==> src/design/asrd_pkg.sv <==
// types, widths and register codes for the radial deadzone core
// no dependencies
`timescale 1ns / 1ps
package asrd_pkg;

  localparam int unsigned FRAC_BITS = 15;
  localparam int unsigned ONE_INT   = 1 << FRAC_BITS;
  localparam int unsigned ONE_W     = FRAC_BITS + 1;

  localparam int unsigned AXIS_W    = 16;
  localparam int unsigned DZ_W      = 15;
  localparam int unsigned M2_W      = 32;
  localparam int unsigned SQ_REM_W  = 33;
  localparam int unsigned ROOT_W    = 16;
  localparam int unsigned MPOS_W    = 15;
  localparam int unsigned MSCL_W    = 16;
  localparam int unsigned NUM0_W    = ROOT_W + MPOS_W;
  localparam int unsigned NUM_W     = NUM0_W + MSCL_W;
  localparam int unsigned DEN0_W    = ROOT_W + ONE_W;
  localparam int unsigned DEN_W     = DEN0_W + FRAC_BITS;
  localparam int unsigned N_W       = NUM_W + AXIS_W;
  localparam int unsigned Q_W       = 16;
  localparam int unsigned REM_W     = ((N_W > DEN_W + Q_W) ? N_W : DEN_W + Q_W) + 1;
  localparam int unsigned LO_W      = 24;
  localparam int unsigned HI_W      = NUM_W - LO_W;

  typedef enum logic [1:0] {
    REG_DEAD_ZONE = 2'd0,
    REG_MOD_SCALE = 2'd1,
    REG_DETECT    = 2'd2,
    REG_MAX_POS   = 2'd3
  } cfg_reg_e;

  typedef struct packed {
    logic [AXIS_W-1:0] ax;
    logic [AXIS_W-1:0] ay;
    logic              neg_x;
    logic              neg_y;
    logic              pressed;
    logic              skip;
  } side_t;

  typedef struct packed {
    logic [SQ_REM_W-1:0] rem;
    logic [ROOT_W-1:0]   root;
    side_t               side;
  } sqrt_t;

  typedef struct packed {
    logic [REM_W-1:0] rem;
    logic [DEN_W-1:0] den;
    logic [Q_W-1:0]   quo;
    logic             neg;
    logic             sat;
    logic             skip;
  } lane_t;

endpackage

==> src/design/asrd_div_cell.sv <==
// one quotient bit of the restoring division chain
// depends on asrd_pkg
`timescale 1ns / 1ps
module asrd_div_cell import asrd_pkg::*; #(
  parameter int unsigned BIT = 0
) (
  input  logic  clk_i,
  input  logic  en_i,
  input  lane_t cell_i,
  output lane_t cell_o
);

  logic [REM_W-1:0] trial;
  lane_t cell_d, cell_q;

  always_comb begin
    trial  = REM_W'(cell_i.den) << BIT;
    cell_d = cell_i;
    if (cell_i.rem >= trial) begin
      cell_d.rem = cell_i.rem - trial;
      cell_d.quo = cell_i.quo | (Q_W'(1) << BIT);
    end
  end

  always_ff @(posedge clk_i) begin
    if (en_i) begin
      cell_q <= cell_d;
    end
  end

  assign cell_o = cell_q;

endmodule

==> config.mk <==
export PLATFORM = sky130hd
export DESIGN_NAME = asrd_div_cell
export DESIGN_NICKNAME = d
export VERILOG_FILES = /design/src/design/asrd_pkg.sv /design/src/design/asrd_div_cell.sv
export SDC_FILE = /design/constraint.sdc
export NUM_CORES = 1
export LEC_CHECK = 0
export ABC_AREA = 0
export BUFFER_PORTS_ARGS = -buffer_cell sky130_fd_sc_hd__buf_2
export CAP_MARGIN = 15
export CORE_MARGIN = 2
export CORE_UTILIZATION = 51
export DETAILED_ROUTE_END_ITERATION = 10
export PLACE_DENSITY = 0.83
export SLEW_MARGIN = 20
export SYNTH_ARGS = -nofsm -noshare
export SYNTH_HDL_FRONTEND = slang
export SYNTH_SLANG_ARGS = --single-unit
==> constraint.sdc <==
create_clock -name clk_i -period 5.27 [get_ports clk_i]
set_input_delay 1.054 -clock clk_i [delete_from_list [all_inputs] [get_ports clk_i]]
set_output_delay 1.054 -clock clk_i [all_outputs]
set_load 0.01 [all_outputs]
Yosys cells after proc, flatten, opt, wreduce, memory -nomap -nowiden
Cells that the tools add are included.
{"block": "op_classes", "mux": 1, "magnitude_cmp": 1, "add_sub_neg": 1}
{"op": "$ge 64x47->1", "count": 1}
{"op": "$mux 64", "count": 1}
{"op": "$sub 64x47->64", "count": 1}
{"block": "totals", "output_inout_bits": 130, "wordCells": 10, "reg_bits": 130, "inputBits": 132}

Logic depth before layout (Yosys ltp)
Gate-level depths: netlist (run 1).
{"block": "logic_depth", "ltp_word": 2, "depth_mapped": 14, "mapped_depth_nobuf": 13}

Least setup slack after synthesis (run 1)
Ideal clock, no wire load.
{"block": "synth_path", "path_type": "input to register", "startpoint": "in cell_i[53] (netlist bit)", "endpoint": "reg cell_q (netlist bit cell_o[129]) (data pin)", "setup_ps": 267, "t_arrival_ps": 3754, "slack_ps": 1249, "cell_stages": 13, "path_cell_list": "inv_1 > ha_1 > clkbuf_1 > nand2_1 > or4_1 > or4_1 > nor4_1 > or4_1 > a21o_2 > nand3_2 > or4_4 > nor4_2 > xor2_1"}
{"item": "start: declaration", "line_no": "asrd_div_cell.sv:9", "text": "input lane_t cell_i,"}
{"item": "end signal: assignment", "line_no": "asrd_div_cell.sv:27", "text": "cell_q <= cell_d;"}
{"item": "end: declaration", "line_no": "asrd_div_cell.sv:14", "text": "lane_t cell_d, cell_q;"}

==> results of run 1 <==
==> per-layer routing <==
layer	global-route usage, %	wire (um)
met5	0	0
met1	31.5	8390
met4	8.99	420
met2	40.9	9880
met3	5.82	1600
==> per-stage QoR <==
step                      std cells  hold slack (ns)  setup slack [ns]  util (%)  total power [mW]
final                          1200            0.797             0.952      67.0              3.24
after global routing           1200            0.787             0.764      67.0              3.36
after CTS                      1199            0.782             0.926      66.9              3.24
after detailed placement       1167             1.23             0.484      62.8              2.01
after global placement         1167             1.23             0.488      62.8              2.00
after floorplan                 744             1.15              1.25         -              1.73
==> cells in the final DEF (no fill, tap or decap), types with 14 or more instances in the layout <==
cell type and instances:
xor2_1 30, clkbuf_16 17, a21oi_1 57, nand3_1 14
nand2_1 84, nor2_1 35, buf_2 260, xnor2_1 30
nand4_1 16, o21ai_0 77, edfxtp_1 130, nor3_1 14
inv_1 60, ha_1 47, a21o_1 20
==> how the worst max path moves through the flow <==
stage,cells past startpoint,end,start
final,13,cell_o[124],cell_i[55]
after CTS,13,cell_o[128],cell_i[51]
after detailed placement,13,cell_o[128],cell_i[51]
after global placement,13,cell_o[124],cell_i[51]
after global routing,13,cell_o[119],cell_i[51]
after floorplan,13,cell_o[129],cell_i[53]
==> area by class of cell <==
type | count | area, um2 | area share [%]
diodes | 1 | 2.50 | 0.0255
clock buffers | 17 | 425 | 4.34
clock inverters | 15 | 181 | 1.85
inverters | 60 | 225 | 2.30
multi-input cells | 525 | 3460 | 35.3
flip-flops and latches | 130 | 3900 | 39.8
well taps | 184 | 230 | 2.35
repair buffers | 268 | 1380 | 14.1
==> cell families after synthesis <==
group | Yosys count | share of synthesized area [%]
compound gates | 208 | 16.3
simple gates | 206 | 13.4
flops | 130 | 50.6
buf+inv | 89 | 4.57
xor+xnor | 60 | 6.81
fa+ha+maj | 48 | 7.88
mux | 3 | 0.438
==> synthesized netlist by cell type (all sizes together), types with 3 or more instances <==
master	n
edfxtp	130
nand2	86
o21ai	79
inv	60
a21oi	57
ha	47
nor2	35
xnor2	30
xor2	30
a21o	22
clkbuf	21
nand4	16
nand3	15
nor3	15
buf	8
a31oi	7
o21bai	7
nand2b	6
nor4	6
or4	6
a211oi	5
or3	5
a211o	4
a21boi	4
a311oi	4
nor2b	4
o211ai	4
and2	3
mux2	3
nor4b	3
o31ai	3
==> power by group <==
group / total [mW] / switching, mW / internal [mW] / leakage (nW)
clock: 1.23 / 0.482 / 0.748 / 0.294
combinational: 0.695 / 0.416 / 0.280 / 2.72
sequential: 1.31 / 0.0264 / 1.28 / 1.27
==> impl_metrics.env, run 1 <==
export IMPL_status="completed"
export IMPL_leakage_nw=4.29
export IMPL_largest_reg_flops=130
export IMPL_cp_top_family="simple AND/OR/NAND/NOR gates"
export IMPL_clk_pin_slew_ns=0.06
export IMPL_min_period_over_period_pct=81.9
export IMPL_numPortBuffers=261
export IMPL_hold_class="input port to register"
export IMPL_cts_sinks=130
export IMPL_syn2layout_area_growth_pct=27.1
export IMPL_cp_slowest_cell="or4_1"
export IMPL_syn_inst=744
export IMPL_fin_nets=1182
export IMPL_fin_crit_ns=4.32
export IMPL_cts_htree_levels=4
export IMPL_clock_root_buffer="clkbuf_16"
export IMPL_setup_violations=0
export IMPL_synth_area_um2=7710
export IMPL_ys_seq_area_share_pct=50.6
export IMPL_die_area_um2=16100
export IMPL_synthArstFlopShare_pct=0
export IMPL_synth_seq_cells=130
export IMPL_cp_common_cell="or4_1"
export IMPL_grt_overflow=0
export IMPL_post_cts_buffers=0
export IMPL_powerDensity_nw_per_um2=330
export IMPL_dieWidth_um=127
export IMPL_cpPeakStageDelay_ns=0.54
export IMPL_crit_buf_inv=2
export IMPL_rows=44
export IMPL_cp_cell_sequence="buf_2 -> inv_1 -> ha_1 -> nand2_1 -> or4_1 -> or4_1 -> nor4_1 -> or4_1 -> a211o_2 -> nand3_2 -> or3_1 -> nand3b_1 -> xnor2_1"
export IMPL_wl_per_cell_um=16.9
export IMPL_start_kind="input port"
export IMPL_cts_buffers=17
export IMPL_cp_end_kind="register"
export IMPL_hold_violations=0
export IMPL_holdCritStartpoint="cell_i[17]"
export IMPL_synth_warnings=0
export IMPL_postPlaceCellArea_um2=9200
export IMPL_fin_tns_setup_ns=0
export IMPL_antenna_found_initial=1
export IMPL_cp_max_fo=7
export IMPL_grt_max_degree=96
export IMPL_synth_ff_type="edfxtp_1"
export IMPL_core_um2=14600
export IMPL_grt_pass1_wl_um=31600
export IMPL_grt_pass1_vias=6473
export IMPL_synth_edff_count=130
export IMPL_relSlewSlack_pct=38.2
export IMPL_grt_usage_pct=24.6
export IMPL_ys_top_cells_by_area="edfxtp_1 51%, ha_1 7.6%, o21ai_0 5.0%"
export IMPL_max_freq_mhz=232
export IMPL_cp_arrival_ns=4.50
export IMPL_ys_types=59
export IMPL_synth_top_area_share_pct=50.6
export IMPL_cts_buffer_depth=2
export IMPL_irDropWorstVdd_v=0.000196
export IMPL_tritoncts="done"
export IMPL_drive_gt1_share_pct=31.4
export IMPL_syn_area_per_cell_um2=10.4
export IMPL_vias=6772
export IMPL_critPathRequiredTime_ns=5.45
export IMPL_dr_pass1_iters=5
export IMPL_stdcell_area_um2=9800
export IMPL_synth_nets=924
export IMPL_maxCapViolations=0
export IMPL_wl_um=20300
export IMPL_synth_top_area_cell="edfxtp_1"
export IMPL_die_y_um=127
export IMPL_min_to="cell_o[17]"
export IMPL_vias_per_cell=5.64
export IMPL_nFillCells=1119
export IMPL_critPathKind="input port to register"
export IMPL_cts_resized=0
export IMPL_ioPinCount=262
export IMPL_cts_hold_buf=0
export IMPL_gp_congestion=0.882
export IMPL_dpl_hpwl_um=15200
export IMPL_maxSlewViolCount=0
export IMPL_tightest_slew_ns=0.927
export IMPL_drc=0
export IMPL_hold_path_depth=1
export IMPL_rsz0062_at_grt="no"
export IMPL_ant_nets=0
export IMPL_start_util_pct=52.7
export IMPL_drtIter0Drc=606
Note: power is estimated with default switching activity, not from simulation.
==> run 2: changes to the inputs <==
CORE_UTILIZATION = 46   (was 51)
PLACE_DENSITY = 0.79   (was 0.83)
clock period = 3.6 ns   (was 5.27 ns; I/O delays follow)
==> run 2 against run 1 <==
Net effect: routed wire length rose by 10%; sequential share of layout area down 4.6 points; die area rose by 11%; count of clock-buffer cells in the layout did not move; utilization is 0.40 points higher; non-clock buffer count rose by 123; via count rose by 7.2%; cell area increased by 13%; highest routed layer is now met5; clock power is 46% higher; critical path depth stayed put; combinational power rose by 78%; global-route usage about the same; critical endpoint is now cell_o[129]; largest cell class unchanged.
==> impl_metrics.env, run 2 (same netlist as run 1, synthesis figures left out) <==
export IMPL_postPlaceCellArea_um2=10300
export IMPL_irDropWorstVdd_v=0.000330
export IMPL_min_period_over_period_pct=98.1
export IMPL_core_um2=16500
export IMPL_pre_cts_ws_ns=-0.582
export IMPL_hold_violations=0
export IMPL_hold_path_depth=1
export IMPL_cp_arrival_ns=3.71
export IMPL_grt_max_degree=76
export IMPL_critPathKind="input port to register"
export IMPL_syn2layout_area_growth_pct=43.8
export IMPL_grt_usage_pct=24.5
export IMPL_grt_overflow=0
export IMPL_tritoncts="done"
export IMPL_setup_violations=0
export IMPL_cts_htree_levels=4
export IMPL_max_freq_mhz=283
export IMPL_die_y_um=133
export IMPL_clk_pin_slew_ns=0.06
export IMPL_hold_class="input port to register"
export IMPL_numPortBuffers=261
export IMPL_grt_pass1_wl_um=34700
export IMPL_gp_congestion=0.898
export IMPL_drtIter0Drc=639
export IMPL_dieWidth_um=133
export IMPL_dpl_hpwl_um=16700
export IMPL_timing_hold_ws_ns=0.460
export IMPL_fin_nets=1305
export IMPL_min_to="cell_o[2]"
export IMPL_rows=47
export IMPL_multiInputGateArea_um2=3730
export IMPL_tightest_slew_ns=0.529
export IMPL_largest_reg_flops=130
export IMPL_start_util_pct=46.8
export IMPL_leakage_nw=4.93
export IMPL_holdCritStartpoint="cell_i[2]"
export IMPL_drc=0
export IMPL_antenna_found_initial=3
export IMPL_wl_per_cell_um=16.5
export IMPL_drive_gt1_share_pct=41.2
export IMPL_vias_per_cell=5.34
export IMPL_cts_hold_buf=0
export IMPL_cp_max_fo=4
export IMPL_cts_buffer_depth=2
export IMPL_stdcell_area_um2=11100
export IMPL_ioPinCount=262
export IMPL_status="completed"
export IMPL_clock_root_buffer="clkbuf_16"
export IMPL_powerDensity_nw_per_um2=447
export IMPL_critPathRequiredTime_ns=3.77
export IMPL_cp_end_kind="register"
export IMPL_relSlewSlack_pct=64.2
export IMPL_final_cell_mix="259 x buf_2, 130 x edfxtp_1, 126 x buf_4, 83 x nand2_1, 74 x o21ai_0"
export IMPL_grt_pass1_vias=7002
export IMPL_nFillCells=1244
export IMPL_maxCapViolations=0
export IMPL_maxSlewViolCount=0
export IMPL_vias=7259
export IMPL_start_kind="input port"
export IMPL_ant_nets=0
export IMPL_cts_sinks=130
export IMPL_wl_um=22400
export IMPL_rsz0062_at_grt="yes"
export IMPL_cts_buffers=17
export IMPL_fin_crit_ns=3.53
export IMPL_worst_slack_ns=0.0670
export IMPL_final_common_cell="buf_2"
export IMPL_die_area_um2=17800
export IMPL_seqCellArea_um2=3900
export IMPL_dr_pass1_iters=5
==> run 2: report_power, final <==
group | leakage (nW) | internal, mW | switching (mW) | total [mW]
Clock | 0.284 | 1.09 | 0.707 | 1.80
Combinational | 3.37 | 0.564 | 0.677 | 1.24
Sequential | 1.27 | 1.88 | 0.0373 | 1.91
==> run 2: worst max-delay path by stage <==
stage                          start     endpoint  cells after the start
after floorplan           cell_i[56]  cell_o[129]                     13
after global placement    cell_i[58]  cell_o[129]                     13
after detailed placement  cell_i[58]  cell_o[129]                     13
after CTS                 cell_i[33]  cell_o[129]                     13
after global routing      cell_i[51]  cell_o[129]                     13
final                     cell_i[58]  cell_o[129]                     13
==> run 2: area by class of cell <==
class / instances / area share [%]
Antenna cell: 2 / 0.0451
Multi-Input combinational cell: 525 / 33.6
Sequential cell: 130 / 35.2
Timing Repair Buffer: 391 / 21.1
Clock buffer: 17 / 3.84
Inverter: 60 / 2.03
Clock inverter: 15 / 1.64
Tap cell: 220 / 2.48
==> run 2: per-layer routing <==
layer	up-vias	global-route usage [%]	wire length [um]
met1	3422	31.1	9310
met4	2	8.57	586
li1	3501	-	-
met2	281	41.8	11100
met5	-	0	11
met3	53	5.14	1420
==> run 2: per-stage QoR <==
stage / instances / power [mW] / TNS, ns / utilization, %
3_3_place_gp: 1322 / 3.10 / -14.55 / 62.3
3_5_place_dp: 1322 / 3.13 / -14.11 / 62.3
4_1_cts: 1354 / 4.94 / 0 / 66.2
6_report: 1360 / 4.96 / 0 / 67.3
5_1_grt: 1360 / 5.17 / -0.0930 / 67.3
2_1_floorplan: 744 / 2.55 / -0.00526 / -
==> run 2: critical path, cell delays in order <==
cell and delay (ns):
buf_2 0.09, inv_1 0.07, ha_4 0.27, nand2_2 0.07, or4_4 0.52, or4_4 0.46
nor4_4 0.30, or4_4 0.19, a211o_4 0.12, nand3_4 0.07, or4_4 0.55, nor4_4 0.17
xor2_1 0.10
==> run 2: timing repair <==
action,4_1_cts,5_1_grt
setup buffers,0,4
pin swaps,1,8
resized for setup,7,28
setup endpoints to repair,11,14
==> run 3: changes to the inputs <==
--- a/config.mk
+++ b/config.mk
@@ -13,4 +13,5 @@
 export DETAILED_ROUTE_END_ITERATION = 10
 export PLACE_DENSITY = 0.79
+export SETUP_SLACK_MARGIN = 0.02
 export SLEW_MARGIN = 20
 export SYNTH_ARGS = -nofsm -noshare
==> constraint.sdc (replaced) <==
create_clock -name clk_i -period 3.6 [get_ports clk_i]
set_input_delay 0.72 -clock clk_i [delete_from_list [all_inputs] [get_ports clk_i]]
set_output_delay 0.72 -clock clk_i [all_outputs]
set_load 0.05 [all_outputs]
==> run 3 against run 2 <==
Net effect: count of clock-buffer cells in the layout rose by 1; critical path type unchanged; non-clock buffer count rose by 3; cell area is 0.25% higher; worst hold slack better by 0.0091 ns; sequential share of layout area shrank 0.087 points; worst setup slack got worse by 0.036 ns; power increased by 9.4%; first-iteration DRC count up 0.31%; sequential power about the same; routed wire length about the same.
==> impl_metrics.env, run 3 (same netlist as run 1, synthesis figures left out) <==
export IMPL_cts_hold_buf=0
export IMPL_status="completed"
export IMPL_dr_pass1_iters=6
export IMPL_start_util_pct=46.8
export IMPL_grt_pass1_wl_um=34200
export IMPL_max_freq_mhz=280
export IMPL_clk_pin_slew_ns=0.06
export IMPL_seqCellArea_um2=3900
export IMPL_die_y_um=133
export IMPL_wl_um=22400
export IMPL_drive_gt1_share_pct=41.6
export IMPL_clock_root_buffer="clkbuf_16"
export IMPL_fin_crit_ns=3.57
export IMPL_total_power_mw=5.42
export IMPL_cp_end_kind="register"
export IMPL_grt_max_degree=67
export IMPL_final_common_cell="buf_2"
export IMPL_final_cells=1363
export IMPL_start_kind="input port"
export IMPL_numPortBuffers=261
export IMPL_min_period_over_period_pct=99.1
export IMPL_tritoncts="done"
export IMPL_grt_usage_pct=24.3
export IMPL_vias_per_cell=5.34
export IMPL_finish_utilization_pct=67.5
export IMPL_cp_arrival_ns=3.74
export IMPL_rows=47
export IMPL_leakage_nw=4.96
export IMPL_placed_cells=1324
export IMPL_grt_pass1_vias=7124
export IMPL_nFillCells=1277
export IMPL_dieWidth_um=133
export IMPL_maxSlewViolCount=0
export IMPL_hold_violations=0
export IMPL_antenna_found_initial=2
export IMPL_cts_buffer_depth=2
export IMPL_largest_reg_flops=130
export IMPL_critPathKind="input port to register"
export IMPL_ioPinCount=262
export IMPL_multiInputGateArea_um2=3750
export IMPL_setup_violations=0
export IMPL_powerDensity_nw_per_um2=488
export IMPL_die_area_um2=17800
export IMPL_final_cell_mix="260 x buf_2, 130 x edfxtp_1, 129 x buf_4, 83 x nand2_1, 73 x o21ai_0"
export IMPL_hold_class="input port to register"
export IMPL_syn2layout_area_growth_pct=44.1
export IMPL_critPathRequiredTime_ns=3.77
export IMPL_cts_htree_levels=4
export IMPL_irDropWorstVdd_v=0.000322
export IMPL_drtIter0Drc=641
export IMPL_ant_nets=0
export IMPL_rsz0062_at_grt="yes"
export IMPL_grt_overflow=0
export IMPL_vias=7272
export IMPL_maxCapViolations=0
export IMPL_wl_per_cell_um=16.4
export IMPL_tightest_slew_ns=0.598
export IMPL_dpl_hpwl_um=16800
export IMPL_core_um2=16500
export IMPL_cts_buffers=17
export IMPL_cts_sinks=130
export IMPL_timing_hold_ws_ns=0.469
export IMPL_fin_nets=1308
export IMPL_relSlewSlack_pct=60.2
export IMPL_gp_congestion=0.891
export IMPL_drc=0
export IMPL_fin_tns_setup_ns=0
export IMPL_cp_max_fo=5
run 3: final timing paths:
kind,startpoint,end,depth (start not counted)
worst max-delay path,cell_i[23],cell_o[125],14
worst min-delay path,cell_i[8],cell_o[8],1
run 3: worst max-delay path, stage by stage:
cell      delay [ns]
buf_2           0.09
inv_1           0.05
ha_1            0.30
buf_4           0.17
nor2_2          0.23
nor3_1          0.11
o21ai_2         0.10
nand3_2         0.15
a221oi_4        0.37
a31oi_4         0.16
a311o_1         0.44
or4_4           0.56
nor3_4          0.20
xor2_1          0.09
run 3: power by group:
| part | total, mW | internal [mW] | switching, mW |
|---|---|---|---|
| Sequential | 1.91 | 1.88 | 0.0361 |
| Combinational | 1.75 | 0.572 | 1.18 |
| Clock | 1.76 | 1.08 | 0.678 |
run 3: metrics by stage:
stage               cell area (um2)  setup slack, ns
finish                        11100           0.0313
global route                  11100          -0.0521
CTS                           10900           0.0225
detailed placement            10300           -0.658
global placement              10300           -0.611
floorplan                      7820           0.0138
run 3: area by class of cell:
type / instances / share of cell area (%)
Clock inverter: 14 / 1.46
Inverter: 60 / 2.05
Antenna cell: 2 / 0.0450
Tap cell: 220 / 2.48
Multi-Input combinational cell: 525 / 33.8
Timing Repair Buffer: 394 / 21.2
Clock buffer: 18 / 3.86
Sequential cell: 130 / 35.1
run 3: repair_timing:
| action | 4_1_cts | 5_1_grt |
|---|---|---|
| buffers inserted | 0 | 5 |
| setup endpoints to repair | 14 | 14 |
| pin swaps | 2 | 15 |
| gates resized for setup | 6 | 32 |
run 3: metal layers:
metal,share of wire [%],up-vias,wire length (um),track usage [%]
met5,0,-,0,0
met4,2.9,0,652,11.6
met3,7.6,53,1690,5.06
met2,50,336,11100,40.4
met1,40,3377,8890,30.3
li1,-,3506,-,-
