==> src/design/asrd_pkg.sv <==
// types, widths and register codes for the radial deadzone core
// no dependencies
`timescale 1ns / 1ps
package asrd_pkg;

  localparam int unsigned FRAC_BITS = 15;
  localparam int unsigned ONE_INT   = 1 << FRAC_BITS;
  localparam int unsigned ONE_W     = FRAC_BITS + 1;

  localparam int unsigned AXIS_W    = 16;
  localparam int unsigned DZ_W      = 15;
  localparam int unsigned M2_W      = 32;
  localparam int unsigned SQ_REM_W  = 33;
  localparam int unsigned ROOT_W    = 16;
  localparam int unsigned MPOS_W    = 15;
  localparam int unsigned MSCL_W    = 16;
  localparam int unsigned NUM0_W    = ROOT_W + MPOS_W;
  localparam int unsigned NUM_W     = NUM0_W + MSCL_W;
  localparam int unsigned DEN0_W    = ROOT_W + ONE_W;
  localparam int unsigned DEN_W     = DEN0_W + FRAC_BITS;
  localparam int unsigned N_W       = NUM_W + AXIS_W;
  localparam int unsigned Q_W       = 16;
  localparam int unsigned REM_W     = ((N_W > DEN_W + Q_W) ? N_W : DEN_W + Q_W) + 1;
  localparam int unsigned LO_W      = 24;
  localparam int unsigned HI_W      = NUM_W - LO_W;

  typedef enum logic [1:0] {
    REG_DEAD_ZONE = 2'd0,
    REG_MOD_SCALE = 2'd1,
    REG_DETECT    = 2'd2,
    REG_MAX_POS   = 2'd3
  } cfg_reg_e;

  typedef struct packed {
    logic [AXIS_W-1:0] ax;
    logic [AXIS_W-1:0] ay;
    logic              neg_x;
    logic              neg_y;
    logic              pressed;
    logic              skip;
  } side_t;

  typedef struct packed {
    logic [SQ_REM_W-1:0] rem;
    logic [ROOT_W-1:0]   root;
    side_t               side;
  } sqrt_t;

  typedef struct packed {
    logic [REM_W-1:0] rem;
    logic [DEN_W-1:0] den;
    logic [Q_W-1:0]   quo;
    logic             neg;
    logic             sat;
    logic             skip;
  } lane_t;

endpackage

==> src/design/asrd_sqrt_cell.sv <==
// one bit of the square root chain
// depends on asrd_pkg
`timescale 1ns / 1ps
module asrd_sqrt_cell import asrd_pkg::*; #(
  parameter int unsigned BIT = 0
) (
  input  logic  clk_i,
  input  logic  en_i,
  input  sqrt_t cell_i,
  output sqrt_t cell_o
);

  logic [SQ_REM_W-1:0] trial;
  sqrt_t cell_d, cell_q;

  always_comb begin
    trial  = (SQ_REM_W'(cell_i.root) << (BIT + 1)) + (SQ_REM_W'(1) << (2 * BIT));
    cell_d = cell_i;
    if (cell_i.rem >= trial) begin
      cell_d.rem  = cell_i.rem - trial;
      cell_d.root = cell_i.root | (ROOT_W'(1) << BIT);
    end
  end

  always_ff @(posedge clk_i) begin
    if (en_i) begin
      cell_q <= cell_d;
    end
  end

  assign cell_o = cell_q;

endmodule

==> config.mk <==
export PLATFORM = sky130hd
export DESIGN_NAME = asrd_sqrt_cell
export DESIGN_NICKNAME = d
export VERILOG_FILES = /design/src/design/asrd_pkg.sv /design/src/design/asrd_sqrt_cell.sv
export SDC_FILE = /design/constraint.sdc
export NUM_CORES = 1
export LEC_CHECK = 0
export CAP_MARGIN = 10
export CORE_MARGIN = 3
export CORE_UTILIZATION = 38
export DETAILED_ROUTE_END_ITERATION = 8
export DONT_BUFFER_PORTS = 1
export PLACE_DENSITY = 0.55
export SLEW_MARGIN = 20
export SYNTH_ARGS = -nofsm -noshare
export SYNTH_HDL_FRONTEND = slang
export SYNTH_SLANG_ARGS = --single-unit
==> constraint.sdc <==
create_clock -name clk_i -period 3.4 [get_ports clk_i]
set_clock_uncertainty 0.05 [all_clocks]
set_input_delay 0.68 -clock clk_i [delete_from_list [all_inputs] [get_ports clk_i]]
set_output_delay 0.68 -clock clk_i [all_outputs]
set_load 0.05 [all_outputs]
Word-level counts from Yosys, hierarchy flattened

Cells that the tools add are included.

Register bits after elaboration: 85
Bits in latches: 0
RAM bits: 0
Bits in read-only memories: 0
Input bits: 87
Output and inout port bits: 85
Word-level logic and storage cells: 13
Memories kept: 0

Add/subtract/negate cells: 2
$mul: 0
Div/mod/pow operators: 0
Order comparisons: 1
Equality and inequality tests: 0
Shifts and indexed selects: 0
Muxes and demuxes: 1
Bitwise gates (word level): 0
Reductions and logical operators: 0

Operator list:

| cell                                                             | number |
|---|---|
| 49-bit 2-to-1 mux                                                | 1 |
| 33-bit by 18-bit >= comparator with 1-bit output                 | 1 |
| 33-bit by 18-bit subtractor with 33-bit output                   | 1 |
| 17-bit by 1-bit adder with 18-bit output (second input constant) | 1 |

Depth between registers and ports, before layout

Gate-level depths: netlist of run 1.

Word-level depth: 3
Gate-level depth with buffers: 11
Mapped depth without buffers: 10

Least setup slack after synthesis of run 1

OpenSTA, ideal clock, no wires.

Path type: input to register
From: input cell_i[38] (netlist name)
To: register cell_q (netlist bit cell_o[83]), data pin
Setup time: 0.266 ns
Data arrival time: 2.636 ns
Required time: 3.084 ns
Setup slack: 0.448 ns
Stages on the path: 9
Path buffers: 0
Path through: inv_1 -> ha_1 -> and3_1 -> a221oi_1 -> o21bai_1 -> a311oi_1 -> o31ai_1 -> nor3_1 -> xor2_1

RTL lines:

| element              | line                 | RTL |
|---|---|---|
| from (decl)          | asrd_sqrt_cell.sv:9  | `input sqrt_t cell_i,` |
| to (signal assigned) | asrd_sqrt_cell.sv:27 | `cell_q <= cell_d;` |
| to (decl)            | asrd_sqrt_cell.sv:14 | `sqrt_t cell_d, cell_q;` |

==> flow_metrics.py, run 1 <==
metrics = {
    "cts": {
        "h-tree-depth": 3,
        "cts_buffers": 9,
        "cts_resized": 0,
        "tritoncts": "built",
        "post_cts_buffers": 0,
        "cts_buffer_depth": 2,
        "clkTransAtPathRegs_ps": 90,
        "cts_root_buf": "clkbuf_8",
        "hold_buffers": 0,
        "cts.sinks": 85,
    },
    "timing": {
        "rsz0062_at_grt": "false",
        "tns_ps": 0,
        "drv_slew": 0,
        "fin_crit_sh_pct": 81.2,
        "period_minus_slack_ps": 2760,
        "slew_headroom_pct": 65.6,
        "hold_viol_final": 0,
        "worst_slew_pin_slew_ps": 517,
        "fin_ws_ps": 641,
        "max_clock_freq_mhz": 362,
        "setup_violations": 0,
    },
    "global_route": {
        "gr-usage-all-layers_pct": 15.2,
        "grt_pass1_wl_um": 13500,
        "grt_busiest_layer": "met2",
        "grt_pass1_vias": 2386,
        "grt_use_met3_pct": 6.22,
        "grt_max_degree": 86,
        "grt_use_met2_pct": 24.2,
        "antenna_found_initial": 0,
        "met1_usage_pct": 18.0,
        "grt.overflow.total": 0,
    },
    "finish": {
        "drive_above_1_share_pct": 11.1,
        "antenna_cells": 0,
        "synthToLayoutAreaGrowth_pct": 9.69,
        "n_fill_cell": 959,
        "largest_reg_flops": 85,
        "final_nets": 424,
    },
    "outcome": {
        "outcome": "completed",
    },
    "logic_synthesis": {
        "synth_nets": 412,
        "synthesis.area_mm2": 0.00407,
        "synthCells": 307,
        "synth-seq-cells": 85,
        "synthTopCellsByCount": "edfxtp_1, nand2_1, inv_1",
        "synth_edf_count": 85,
        "synthArstFlopShare_pct": 0,
        "syn-mean-instance-area_um2": 13.2,
        "synth.distinct_cells": 51,
        "ys.flop_type": "edfxtp_1",
        "ys_top_cells_by_area": "edfxtp_1, ha_1, xor2_1, nand2_1, xnor2_1",
        "yosysMostFrequentCell": "edfxtp_1",
        "yosysTopAreaCell": "edfxtp_1",
        "ys_seq_area_share_pct": 62.7,
        "ys_warn_count": 0,
        "netlist.area_leader.share_pct": 62.7,
    },
    "place": {
        "dp_slack_ps": 284,
        "io_buffers": 0,
        "dpl.hpwl_um": 7160,
        "gp_congestion": 0.790,
    },
    "critical_path": {
        "end_kind": "register",
        "critical_path_class": "in -> reg",
        "worstPathRequired_ps": 3460,
        "cp.arrival_ps": 2820,
        "start_kind": "input port",
        "cp_max_fo": 5,
    },
    "floorplanning": {
        "fp.dieArea_mm2": 0.0120,
        "die_height_um": 109,
        "rows": 37,
        "ioPinCount": 172,
        "die_width_um": 109,
        "start_util_pct": 39.2,
        "coreArea_mm2": 0.0104,
    },
    "drt": {
        "wl_um": 9360,
        "vias": 2391,
        "viasPerCell": 5.20,
        "first_pass_iters": 4,
        "drt_first_iter_violations": 213,
        "ant_nets": 0,
        "wl_per_cell_um": 20.4,
        "drc": 0,
    },
    "power": {
        "power.leakage_nw": 1.61,
        "ir_worst_vdd_mv": 0.206,
        "p_per_area_mw_per_mm2": 609,
    },
    "job": {
        "maxCapViolCount": 0,
    },
    "hold_path": {
        "hp-class": "in -> reg",
    },
}
-- layout by cell type (no fill, tap or decap), drive strengths merged, types with 11 or more instances in the layout --
cell type	Yosys	routed
o21ai	24	24
ha	17	17
edfxtp	85	85
inv	22	24
a21oi	16	16
nand2	30	30
xor2	21	21
xnor2	11	11
-- layout make-up --
| type | instances | area, um2 | share of cell area (%) |
|---|---|---|---|
| clock inverter | 7 | 96.3 | 2.16 |
| sequential | 85 | 2550 | 57.2 |
| tap | 136 | 170 | 3.81 |
| timing repair buffer | 6 | 45.0 | 1.01 |
| clock buffer | 9 | 124 | 2.78 |
| multi-input combinational | 195 | 1390 | 31.2 |
| inverter | 22 | 82.6 | 1.85 |
-- kinds of logic after synthesis --
family / after synthesis / share of synthesized area, %
muxes: 1 / 0.277
DFF: 85 / 62.7
AOI/OAI and AO/OA: 66 / 10.4
and+or+nand+nor: 78 / 10.9
xor gates and xnor gates: 32 / 6.89
adders and majority gates: 18 / 5.72
buffers and inverters: 27 / 3.05
-- power by group --
part | leakage, nW | switching, mW | total, mW | internal, mW
clock network | 0.114 | 0.383 | 0.801 | 0.418
registers | 0.832 | 0.393 | 1.68 | 1.28
logic | 0.661 | 0.134 | 0.238 | 0.104
total | 1.61 | 0.910 | 2.72 | 1.81
-- worst max-delay path, stage by stage --
cell      delay (ps)
inv_1             20
ha_1             350
and3_1           240
a221oi_1         300
buf_4            180
o21bai_1         110
a311oi_1         400
o31ai_1          180
nor3_1           240
xor2_1           100
-- worst paths after layout --
kind	startpoint	end	slack, ps	depth (start not counted)
setup / recovery	cell_i[38]	cell_o[83]	640	10
hold / removal	cell_i[33]	cell_o[33]	360	0
-- routing by layer --
metal / share of wire [%] / wire (um)
met1: 42 / 3960
met2: 46 / 4310
met3: 10 / 966
met4: 1.2 / 117
met5: 0 / 0
-- through the flow --
| step | area, um2 | std cells | hold WS [ps] | power, mW | utilization, % |
|---|---|---|---|---|---|
| final | 4460 | 460 | 358 | 2.72 | 43.0 |
| after global routing | 4460 | 460 | 334 | 2.82 | 43.0 |
| after CTS | 4460 | 460 | 336 | 2.75 | 43.0 |
| after detailed placement | 4240 | 444 | 729 | 1.94 | 40.9 |
| after global placement | 4240 | 444 | 729 | 1.94 | 40.9 |
| after floorplan | 4070 | 307 | 729 | 1.87 | - |
No activity file was read; power rests on OpenSTA's default activity.
==> run 2, diff against run 1 <==
--- a/config.mk
+++ b/config.mk
@@ -10,7 +10,7 @@
 export CORE_UTILIZATION = 38
 export DETAILED_ROUTE_END_ITERATION = 8
 export DONT_BUFFER_PORTS = 1
-export PLACE_DENSITY = 0.55
+export PLACE_DENSITY = 0.57
 export SLEW_MARGIN = 20
 export SYNTH_ARGS = -nofsm -noshare
 export SYNTH_HDL_FRONTEND = slang
==> constraint.sdc (replaced) <==
create_clock -name clk_i -period 2.4 [get_ports clk_i]
set_clock_uncertainty 0.05 [all_clocks]
set_input_delay 0.48 -clock clk_i [delete_from_list [all_inputs] [get_ports clk_i]]
set_output_delay 0.48 -clock clk_i [all_outputs]
set_load 0.05 [all_outputs]
==> run 2 against run 1 <==
Against the previous run: final cell count grew 9.6%; hold slack lost 200 ps; critical path type unchanged; total power grew 47%; utilization grew 4.5 points; routed wire length shrank 0.25%; sequential power grew 41%; die area is the same; final area grew 11%; count of clock-buffer cells in the layout is the same; via count grew 7.7%.
==> flow_metrics.py, run 2 (synthesis gave the netlist of run 1 again) <==
metrics = {
    "drt": {
        "drt_first_iter_violations": 195,
        "wl_met3_um": 1010,
        "wl_per_cell_um": 18.5,
        "viasPerCell": 5.11,
        "wl_um": 9340,
        "highest_layer": "met4",
        "m1WireLength_um": 3870,
        "vias": 2576,
        "route.met2.wl_um": 4380,
        "first_pass_iters": 6,
        "ant_nets": 0,
        "drc": 0,
    },
    "place": {
        "gp_congestion": 0.816,
        "placed_cell_area_mm2": 0.00468,
        "dpl.hpwl_um": 7240,
        "io_buffers": 0,
    },
    "finish": {
        "regArea_mm2": 0.00255,
        "final_nets": 468,
        "final_common_cell": "edfxtp_1",
        "drive_above_1_share_pct": 26.4,
        "synthToLayoutAreaGrowth_pct": 21.3,
        "multi_input_area_mm2": 0.00153,
        "final_cell_mix": "edfxtp_1, buf_4, nand2_1, inv_1, xor2_1",
        "n_fill_cell": 939,
        "design_area_mm2": 0.00493,
        "utilization_pct": 47.6,
        "antenna_cells": 0,
        "largest_reg_flops": 85,
    },
    "global_route": {
        "grt_max_degree": 86,
        "grt_pass1_vias": 2586,
        "gr-usage-all-layers_pct": 15.0,
        "grt.overflow.total": 0,
        "antenna_found_initial": 0,
        "grt_pass1_wl_um": 13600,
    },
    "power": {
        "p_int_mw": 2.65,
        "switching_share_pct": 33.4,
        "p_sw_mw": 1.33,
        "p_per_area_mw_per_mm2": 807,
        "clkPwrFrac_pct": 28.8,
        "comb_power_share_pct": 11.6,
        "ir_worst_vdd_mv": 0.344,
        "power.leakage_nw": 1.84,
        "seq_power_share_pct": 59.6,
    },
    "cts": {
        "cts.sinks": 85,
        "cts_buffer_depth": 2,
        "tritoncts": "built",
        "clkTransAtPathRegs_ps": 100,
        "cts_root_buf": "clkbuf_8",
        "h-tree-depth": 3,
        "cts_buffers": 9,
    },
    "outcome": {
        "outcome": "completed",
    },
    "critical_path": {
        "start_kind": "input port",
        "critical_path_class": "in -> reg",
        "cp.arrival_ps": 2370,
        "end_kind": "register",
        "worstPathRequired_ps": 2450,
        "cp_max_fo": 4,
    },
    "timing": {
        "setup_violations": 0,
        "hold_viol_final": 0,
        "fin_crit_sh_pct": 96.5,
        "fin_worst_hold_slack_ps": 158,
        "slew_headroom_pct": 67.3,
        "max_clock_freq_mhz": 432,
        "worst_slew_pin_slew_ps": 492,
        "period_minus_slack_ps": 2310,
        "drv_slew": 0,
    },
    "job": {
        "maxCapViolCount": 0,
    },
    "floorplanning": {
        "die_height_um": 109,
        "rows": 37,
        "die_width_um": 109,
        "start_util_pct": 39.2,
        "coreArea_mm2": 0.0104,
        "ioPinCount": 172,
        "fp.dieArea_mm2": 0.0120,
    },
    "hold_path": {
        "hp-class": "in -> reg",
    },
}
[run 2: changes by cell type in the layout (fill, tap and decap cells not counted), sizes merged]
cell / before / now
clkinvlp: 0 / 1
clkinv: 3 / 2
buf: 6 / 50
[run 2: power by group through the flow]
stage | registers (mW) | logic [mW] | clock network, mW
after floorplan | 2.38 | 0.300 | 0
after CTS | 2.38 | 0.454 | 1.18
after global routing | 2.39 | 0.512 | 1.25
after global placement | 2.41 | 0.448 | 0
after detailed placement | 2.41 | 0.452 | 0
final | 2.37 | 0.460 | 1.15
[run 2: stage by stage]
stage | instances | total power [mW] | TNS (ps) | worst slack [ps]
after floorplan | 307 | 2.68 | -5050 | -249
after global placement | 486 | 2.86 | -6910 | -364
after detailed placement | 486 | 2.86 | -7700 | -355
after CTS | 502 | 4.01 | 0 | 29.3
after global routing | 504 | 4.16 | -11.8 | -11.8
final | 504 | 3.98 | 0 | 85.1
[run 2: what timing repair did]
item	CTS	global route
endpoints found under the hold margin	0	0
resized for setup	0	5
hold buffers	0	0
buffers inserted	0	2
endpoints found under the setup margin	0	7
[run 2: path summary, 6_finish.rpt]
path	start	slack, ps	to	depth (start not counted)
max	cell_i[42]	90	cell_o[83]	10
min	cell_i[41]	160	cell_o[41]	0
[run 2: metal layers]
layer,vias to the layer above,track usage (%)
met2,132,23.8
met4,0,3.83
met1,1179,17.8
met5,-,0
li1,1258,-
met3,7,7.87
[run 2: final cells by class]
type	instances	area share, %
multi-input combinational	195	31.0
timing repair buffer	50	7.61
sequential	85	51.7
clock inverter	7	1.98
inverter	22	1.67
tap	136	3.45
clock buffer	9	2.51
[run 2: worst max-delay path, stage by stage]
cell,delay (ps)
inv_1,20
ha_1,310
buf_4,130
and3_1,240
nand4_1,130
o21bai_1,240
a311oi_2,170
o31ai_2,360
nor3_1,130
xor2_1,160
==> run 3, diff against run 2 <==
--- a/config.mk
+++ b/config.mk
@@ -11,6 +11,7 @@
 export DETAILED_ROUTE_END_ITERATION = 8
 export DONT_BUFFER_PORTS = 1
 export PLACE_DENSITY = 0.57
+export RECOVER_POWER = 100
 export SLEW_MARGIN = 20
 export SYNTH_ARGS = -nofsm -noshare
 export SYNTH_HDL_FRONTEND = slang
==> run 3 against run 2 <==
Against the previous run: first-iteration DRC count shrank 5.1%; combinational power shrank 2%; routed wire length grew 0.17%; count of clock-buffer cells in the layout is the same; setup slack lost 21 ps; critical path depth grew 1; non-clock buffer count is the same; fmax shrank 0.90%; total power shrank 0.25%; global-route usage is the same; critical endpoint is now cell_o[63]; hold slack gained 1.2 ps.
==> flow_metrics.py, run 3 (synthesis gave the netlist of run 1 again) <==
metrics = {
    "timing": {
        "drv_slew": 0,
        "fin_crit_sh_pct": 97.3,
        "setup_violations": 0,
        "tns_ps": 0,
        "hold_viol_final": 0,
        "fin_worst_hold_slack_ps": 159,
        "slew_headroom_pct": 67.4,
        "worst_slew_pin_slew_ps": 490,
        "period_minus_slack_ps": 2340,
        "max_clock_freq_mhz": 428,
    },
    "floorplanning": {
        "start_util_pct": 39.2,
        "rows": 37,
        "coreArea_mm2": 0.0104,
        "die_width_um": 109,
        "fp.dieArea_mm2": 0.0120,
        "ioPinCount": 172,
        "die_height_um": 109,
    },
    "critical_path": {
        "endpoint": "cell_o[63]",
        "start_kind": "input port",
        "cp.arrival_ps": 2380,
        "end_kind": "register",
        "worstPathRequired_ps": 2450,
        "cp_max_fo": 5,
        "critical_path_class": "in -> reg",
        "startpoint": "cell_i[41]",
    },
    "global_route": {
        "grt_pass1_wl_um": 13600,
        "antenna_found_initial": 0,
        "grt.overflow.total": 0,
        "grt_max_degree": 86,
        "grt_pass1_vias": 2586,
        "gr-usage-all-layers_pct": 15.0,
    },
    "finish": {
        "antenna_cells": 0,
        "final_cell_mix": "edfxtp_1, buf_4, nand2_1, inv_1, xor2_1",
        "synthToLayoutAreaGrowth_pct": 20.8,
        "largest_reg_flops": 85,
        "final_nets": 468,
        "drive_above_1_share_pct": 25.3,
        "final_common_cell": "edfxtp_1",
    },
    "drt": {
        "wl_per_cell_um": 18.6,
        "vias": 2575,
        "viasPerCell": 5.11,
        "ant_nets": 0,
        "first_pass_iters": 4,
        "wl_um": 9360,
        "drc": 0,
        "drt_first_iter_violations": 185,
    },
    "cts": {
        "hold_buffers": 0,
        "cts_root_buf": "clkbuf_8",
        "cts_buffer_depth": 2,
        "cts.sinks": 85,
        "tritoncts": "built",
        "cts_buffers": 9,
        "clkTransAtPathRegs_ps": 100,
        "h-tree-depth": 3,
    },
    "power": {
        "ir_worst_vdd_mv": 0.344,
        "power.leakage_nw": 1.83,
        "p_per_area_mw_per_mm2": 808,
    },
    "job": {
        "maxCapViolCount": 0,
    },
    "place": {
        "gp_congestion": 0.816,
        "dpl.hpwl_um": 7240,
        "io_buffers": 0,
    },
    "outcome": {
        "outcome": "completed",
    },
    "hold_path": {
        "hp-class": "in -> reg",
    },
}
-- run 3: cell count changes in the layout (fill, tap and decap cells not counted), sizes merged --
cell,previous run,this run
clkbuf,9,10
buf,50,49
-- run 3: what timing repair did --
item | in CTS | in global routing
setup endpoints to repair | 0 | 7
buffers inserted | 0 | 2
endpoints found under the hold margin | 0 | 0
gates resized for setup | 0 | 5
-- run 3: worst max-delay path: stages --
cell	delay [ps]
inv_1	20
ha_1	310
buf_4	150
a21oi_1	190
o21ai_0	130
buf_4	160
a31oi_4	180
o31ai_4	130
buf_4	170
nor2_8	130
mux2_1	340
-- run 3: routing by layer --
metal | vias to the layer above | share of wire, % | track usage [%]
li1 | 1255 | - | -
met5 | - | 0 | 0
met3 | 7 | 11 | 7.87
met2 | 129 | 47 | 23.8
met4 | 0 | 0.89 | 3.83
met1 | 1184 | 42 | 17.8
-- run 3: power breakdown --
part | switching, mW | leakage, nW | internal [mW]
Combinational | 0.221 | 0.883 | 0.232
Clock | 0.551 | 0.112 | 0.594
Sequential | 0.553 | 0.832 | 1.82
-- run 3: worst min-delay path by stage --
stage | to | start | slack (ps) | cells past startpoint
floorplan | cell_o[0] | cell_i[0] | 530 | 0
global placement | cell_o[15] | cell_i[15] | 530 | 0
detailed placement | cell_o[15] | cell_i[15] | 530 | 0
CTS | cell_o[39] | cell_i[39] | 140 | 0
global route | cell_o[42] | cell_i[42] | 120 | 0
finish | cell_o[41] | cell_i[41] | 160 | 0
-- run 3: final cells by class --
class / instances / area (um2)
Inverter: 22 / 82.6
Clock inverter: 7 / 97.6
Clock buffer: 9 / 124
Tap cell: 136 / 170
Fill cell: 943 / 5460
Sequential cell: 85 / 2550
Timing Repair Buffer: 50 / 373
Multi-Input combinational cell: 195 / 1510
-- run 3: stage by stage --
| stage | setup slack [ps] | utilization [%] | power (mW) | area, um2 | cells |
|---|---|---|---|---|---|
| after floorplan | -249 | - | 2.68 | 4190 | 307 |
| after global placement | -364 | 45.1 | 2.86 | 4680 | 486 |
| after detailed placement | -355 | 45.1 | 2.86 | 4680 | 486 |
| after CTS | 29.3 | 47.2 | 4.01 | 4900 | 502 |
| after global routing | -11.8 | 47.4 | 4.15 | 4910 | 504 |
| final | 64.2 | 47.4 | 3.97 | 4910 | 504 |
